[src/rtl/core/gn2o_pkg.sv]
// ----------------------------------------------------------------------------
// gn2o_pkg
// Shared types and constants of the fractal gradient noise block.
// ----------------------------------------------------------------------------
package gn2o_pkg;

	localparam int TABLE_SIZE_DEF      = 256;
	localparam int COORD_FRAC_BITS_DEF = 16;
	localparam int MAX_OCTAVES_DEF     = 16;

	localparam int COORD_W = 32;
	localparam int GRID_W  = 16;
	localparam int OCT_W   = 5;
	localparam int GRAD_W  = 16;
	localparam int PERM_W  = 8;
	localparam int OUT_W   = 19;
	localparam int CFG_IDX_W  = 4;
	localparam int CFG_DATA_W = 16;

	localparam logic signed [OUT_W-1:0] OUT_MIN = -19'sd262144;
	localparam logic signed [OUT_W-1:0] OUT_MAX = 19'sd262143;

	localparam logic [1:0] REQ_LOAD_PERM = 2'd0;
	localparam logic [1:0] REQ_LOAD_GRAD = 2'd1;
	localparam logic [1:0] REQ_EVAL      = 2'd2;

	localparam logic [CFG_IDX_W-1:0] CFG_OCTAVE_COUNT = 4'd0;
	localparam logic [CFG_IDX_W-1:0] CFG_GRID_SIZE    = 4'd1;

	typedef enum logic [1:0] {
		ST_IDLE,
		ST_DIV,
		ST_OCT,
		ST_FIN
	} state_t;

	// Divider result: done pulses for one cycle, quot holds until the next start.
	typedef struct packed {
		logic                      done;
		logic signed [COORD_W:0]   quot;
	} div_res_t;

endpackage

[src/rtl/core/gn2o_div.sv]
// ----------------------------------------------------------------------------
// gn2o_div
// Bit-serial floor division of a signed coordinate by the unsigned grid size.
// ----------------------------------------------------------------------------
module gn2o_div (
	input  logic                                clk,
	input  logic                                arst_n,
	input  logic                                start,
	input  logic signed [gn2o_pkg::COORD_W-1:0] dividend,
	input  logic [gn2o_pkg::GRID_W-1:0]         divisor,
	output gn2o_pkg::div_res_t                  res
);
	import gn2o_pkg::*;

	localparam int CW = $clog2(COORD_W);

	logic [CW-1:0]      cnt_q;
	logic               run_q;
	logic               done_q;
	logic               neg_q;
	logic [COORD_W-1:0] quo_q;
	logic [GRID_W-1:0]  rem_q;
	logic [GRID_W-1:0]  dvs_q;
	logic [GRID_W:0]    trial;
	logic               ge;
	logic [COORD_W:0]   mag;

	assign trial = {rem_q, quo_q[COORD_W-1]};
	assign ge    = trial >= {1'b0, dvs_q};

	always_ff @(posedge clk or negedge arst_n) begin
		if (!arst_n) begin
			run_q  <= 1'b0;
			done_q <= 1'b0;
			cnt_q  <= '0;
		end else begin
			done_q <= run_q && !start && (cnt_q == CW'(COORD_W - 1));
			if (start) begin
				run_q <= 1'b1;
				cnt_q <= '0;
			end else if (run_q) begin
				cnt_q <= cnt_q + CW'(1);
				if (cnt_q == CW'(COORD_W - 1)) begin
					run_q <= 1'b0;
				end
			end
		end
	end

	// The divisor is held for the whole division.
	always_ff @(posedge clk) begin
		if (start) begin
			neg_q <= dividend[COORD_W-1];
			quo_q <= dividend[COORD_W-1] ? COORD_W'(-dividend) : COORD_W'(dividend);
			rem_q <= '0;
			dvs_q <= divisor;
		end else if (run_q) begin
			rem_q <= ge ? GRID_W'(trial - {1'b0, dvs_q}) : trial[GRID_W-1:0];
			quo_q <= {quo_q[COORD_W-2:0], ge};
		end
	end

	// A negative dividend with a remainder rounds one further down.
	assign mag = {1'b0, quo_q} + ((rem_q != '0) ? (COORD_W+1)'(1) : '0);

	always_comb begin
		res.done = done_q;
		res.quot = neg_q ? -$signed(mag) : $signed({1'b0, quo_q});
	end

endmodule
[config.mk]
export PLATFORM = sky130hd
export DESIGN_NAME = gn2o_div
export DESIGN_NICKNAME = d
export VERILOG_FILES = /design/src/rtl/core/gn2o_pkg.sv /design/src/rtl/core/gn2o_div.sv
export SDC_FILE = /design/constraint.sdc
export NUM_CORES = 1
export LEC_CHECK = 0
export BUFFER_PORTS_ARGS = -buffer_cell sky130_fd_sc_hd__buf_2
export CAP_MARGIN = 20
export CORE_MARGIN = 2
export CORE_UTILIZATION = 43
export CTS_CLUSTER_SIZE = 30
export DETAILED_ROUTE_END_ITERATION = 10
export GPL_TIMING_DRIVEN = 0
export PLACE_DENSITY = 0.64
export SLEW_MARGIN = 20
export SYNTH_ARGS = -nofsm -noshare
export SYNTH_HDL_FRONTEND = slang
export SYNTH_SLANG_ARGS = --single-unit
[constraint.sdc]
create_clock -name clk -period 3.4 [get_ports clk]
set_clock_uncertainty 0.2 [all_clocks]
set_input_delay 0 -clock clk [delete_from_list [all_inputs] [get_ports clk]]
set_output_delay 0 -clock clk [all_outputs]
set_load 0.02 [all_outputs]
# Yosys cells after proc, flatten, opt, wreduce, memory -nomap -nowiden
# Cells that the tools add are included.
# totals
reg_bits,72
word_cells,30
out_inout_bits,34
input_bits,51
# op_classes
n_eq_ne,1
magnitude_cmp,1
reduce_logical,5
mux,11
add_sub_neg,5
# op_table
op,count
$mux W32,3
$add A32 B1 Y33,1
$mux W33,1
$neg A33 Y33,1
$neg A32 Y32,1
$ge A17 B16 Y1,1
$mux W16,1
$reduce_bool A16 Y1,1
$sub A16 B16 Y16,1
$mux W5,2
$add A5 B1 Y5 const B,1
$eq A5 B5 Y1 const B,1
$mux W1,4
$logic_and A1 B1 Y1,2
$reduce_bool A2 Y1,1
$logic_not A1 Y1,1

# Depth between registers and ports, before layout
# depth
ltp_word,5
depth_mapped,15
mapped_depth_nobuf,15

# Least setup slack after synthesis
# Ideal clock, no wire load.
# synth_timing
kind,flip-flop to output port
startpoint,reg rem_q[15]
endpoint,out res[31] in the netlist's numbering
path_slack_ps,-201
n_path_buf,0
arrival_time_ps,3401
stages_incl_launch_ff,16
cell_sequence,dfxtp_1 nor4_1 and4_1 ha_1 ha_1 inv_1 ha_1 o21bai_1 or3b_2 nand3_1 o2111ai_1 a311oi_1 o21ai_0 o31ai_1 xnor2_1 mux2i_1
# synth_rtl
item,line_no,text
"start, declared",gn2o_div.sv:22,logic [GRID_W-1:0] rem_q;
"start signal, assigned",gn2o_div.sv:58,"rem_q <= ge ? GRID_W'(trial - {1'b0, dvs_q}) : trial[GRID_W-1:0];"
"end, declared",gn2o_div.sv:11,output gn2o_pkg::div_res_t res

==> metrics.cfg <==
[placement]
dp_slack_ps=-718
gp_congestion=0.878
port-buffer-count=84
dpl.hpwl_mm=12.0
placed_cells=1012

[route]
drc=0
highest_layer=met4
wl_per_cell_um=15.5
wl_mm=17.3
via_count=6001
met1_length_mm=8.01
wl_met3_um=717
dr_wl_met2_mm=8.27
drtPass1Iterations=5
drt-initial-drc-count=278
ant_nets=0
viasPerCell=5.38

[yosys]
synthFlopType=edfxtp_1
yosysUniqueCellTypes=65
syn_inst=748
yosysSeqAreaShare=0.316
synth.cell_area_mm2=0.00623
synthArstFlopShare=0.0972
synth_area_per_cell_um2=8.33
synth_edf_count=49
ys_warn_count=0
syn_nets=853
synth-seq-cells=72

[cells_and_area]
n_antenna_cell=0
fin_util=0.602
syn2layout_area_growth_pct=35.1
drive_above_1_share=0.227
final_nets=1035
final_cells=1115
mostFrequentLayoutCells=nor2_1, a21oi_1, buf_2
final_common_cell=nor2_1

[setup_path]
worst_setup_path_start_kind=flip-flop
arrival_ps=3820
critPathSlowestCell=or3b_4
setup.worst_path.class=reg2out
cp-end-kind=output pin
cpPeakStageDelay_ps=420
cp_data_required_time_ps=3200
critPathTopFamily=simple AND/OR/NAND/NOR gates
cp_max_fo=4
crit_chain=nor4_4, and4_1, ha_2, ha_4, inv_2, ha_4, o21bai_4, or3b_4, nand3_4, o2111ai_4, a311oi_4, o21ai_4, buf_4, buf_6, xnor2_2, nand2_1, o21ai_1, buf_4
crit_buf_inv=4

[global_route]
grt_pass1_vias=5798
gr-total-overflow=0
antenna_found_initial=0
grt_first_pass_wirelength_mm=28.0
grt_usage=0.218
grt_max_degree=33

[power_and_ir_drop]
vdd_drop_max_mv=0.354
p_leak_uw=0.00377
power_density_mw_per_mm2=647

[sta]
layout_setup_ws_ps=-621
worst_slew_pin_slew_ps=841
slew_headroom=0.440
period_needed_ps=4020
hold_violations=0
report.final.slew_viol_count=0
setup_violations=18
max_freq_mhz=249
rsz0062_at_grt=true
period_share=1.18

[clock_network]
cts_tree=built
htreeDepth=3
clockBufferDepth=2
clk_latency_ps=340
clkSinkCount=72
numCtsBuffers=9
root_buffer=clkbuf_16
clkTransAtPathRegs_ps=60

[floorplanning]
die_w_um=124
io_pins=85
start_util=0.445
core_area_mm2=0.0140
die_h_um=124
die_area_mm2=0.0155
row_count=43

[min_path]
hold_path.class=in2reg

[run]
maxCapViolations=0

[status]
outcome=finished with violations
violations=negative setup slack

==> worst paths after layout <==
check / slack, ps / depth (start not counted) / startpoint / end
max in group asynchronous: 2330 / 3 / arst_n / cnt_q[0]$_DFFE_PN0P_
worst min-delay path: 170 / 2 / divisor[12] / dvs_q[12]$_DFFE_PP_
worst max register to register: 190 / 12 / rem_q[6]$_SDFFE_PP0P_ / rem_q[14]$_SDFFE_PP0P_
min in group asynchronous: 420 / 3 / arst_n / run_q$_DFF_PN0_
worst min register to register: 320 / 2 / rem_q[4]$_SDFFE_PP0P_ / rem_q[4]$_SDFFE_PP0P_
worst max-delay path: -620 / 18 / rem_q[15]$_SDFFE_PP0P_ / res[23]
==> worst register-to-register path, cell delays in order (launching register included) <==
cell,delay (ps)
dfxtp_4,360
buf_4,150
ha_1,360
and2_1,240
a221oi_4,280
nor2b_1,100
nor2_2,130
nand2_2,100
a2111oi_4,430
buf_4,180
mux2_2,330
mux2i_1,130
a311oi_1,70
==> cells by family after synthesis <==
family                     after synthesis  synth area share
xor gates and xnor gates                69            0.0970
AOI/OAI and AO/OA                      218             0.225
adders and majority gates               54             0.110
muxes                                   20            0.0329
buffers and inverters                   91            0.0556
DFF                                     72             0.316
and+or+nand+nor                        224             0.164
==> metrics by stage <==
step,cell area [um2],setup TNS (ps),power [uW],hold slack [ps]
finish,8420,-5390,5450,166
global route,8420,-7880,5820,166
CTS,8170,-4800,5200,159
detailed placement,6900,-5230,3640,-359
global placement,6900,-5360,3630,-357
floorplan,6250,0,3050,-496
==> what timing repair did <==
action,CTS,global route
setup endpoints to repair,21,38
resized for setup,74,34
hold buffers,52,0
pin swaps,17,26
endpoints found under the hold margin,73,0
setup buffers,21,16
==> cells in the mapped netlist (3+ instances only) <==
cell type	number	area (um2)
a21oi_1	78	390
o21ai_0	48	240
buf_1	4	15.0
ha_1	53	663
mux2_2	4	45.0
clkbuf_1	24	90.1
o31ai_1	12	90.1
nand3_1	11	55.1
a22oi_1	3	22.5
edfxtp_1	49	1470
or3_4	3	33.8
nor2b_1	5	31.3
o21a_1	4	30.0
a211oi_1	11	82.6
a21o_1	15	113
nor3_1	5	25.0
a21boi_0	3	22.5
dfxtp_1	16	320
or3_1	7	43.8
nand2b_1	5	31.3
a31oi_1	3	18.8
o211ai_1	4	30.0
nor2_1	87	327
mux2i_1	16	160
o21bai_1	7	52.6
xor2_1	43	377
nor4_1	7	43.8
nand4_1	7	43.8
a311oi_1	4	35.0
xnor2_1	26	228
dfrtp_1	7	175
inv_1	61	229
nand2_1	71	267
==> routing by layer <==
layer / vias up / track usage
met3: 24 / 0.0305
met1: 2792 / 0.290
met2: 146 / 0.365
met4: 0 / 0.0727
li1: 3039 / -
met5: - / 0
==> power by group <==
part	total, uW	switching, uW	internal (uW)	leakage [uW]
Sequential	1280	147	1130	0.000726
Clock	1110	387	718	0.000164
Combinational	3060	1660	1400	0.00288
Total	5450	2190	3250	0.00377
==> cell type report <==
| cell class | count | area, um2 |
|---|---|---|
| Fill cell | 1233 | 5570 |
| Multi-Input combinational cell | 585 | 4240 |
| Sequential cell | 72 | 2010 |
| Timing Repair Buffer | 171 | 1250 |
| Inverter | 61 | 229 |
| Clock buffer | 9 | 225 |
| Tap cell | 180 | 225 |
| Clock inverter | 7 | 119 |
| Buffer | 30 | 119 |
==> state kept, by name, indices dropped and copies added (netlist names) <==
signal  flops
dvs_q      16
cnt_q       5
neg_q       1
run_q       1
quo_q      32
done_q      1
rem_q      16
No activity file was read; power rests on OpenSTA's default activity.
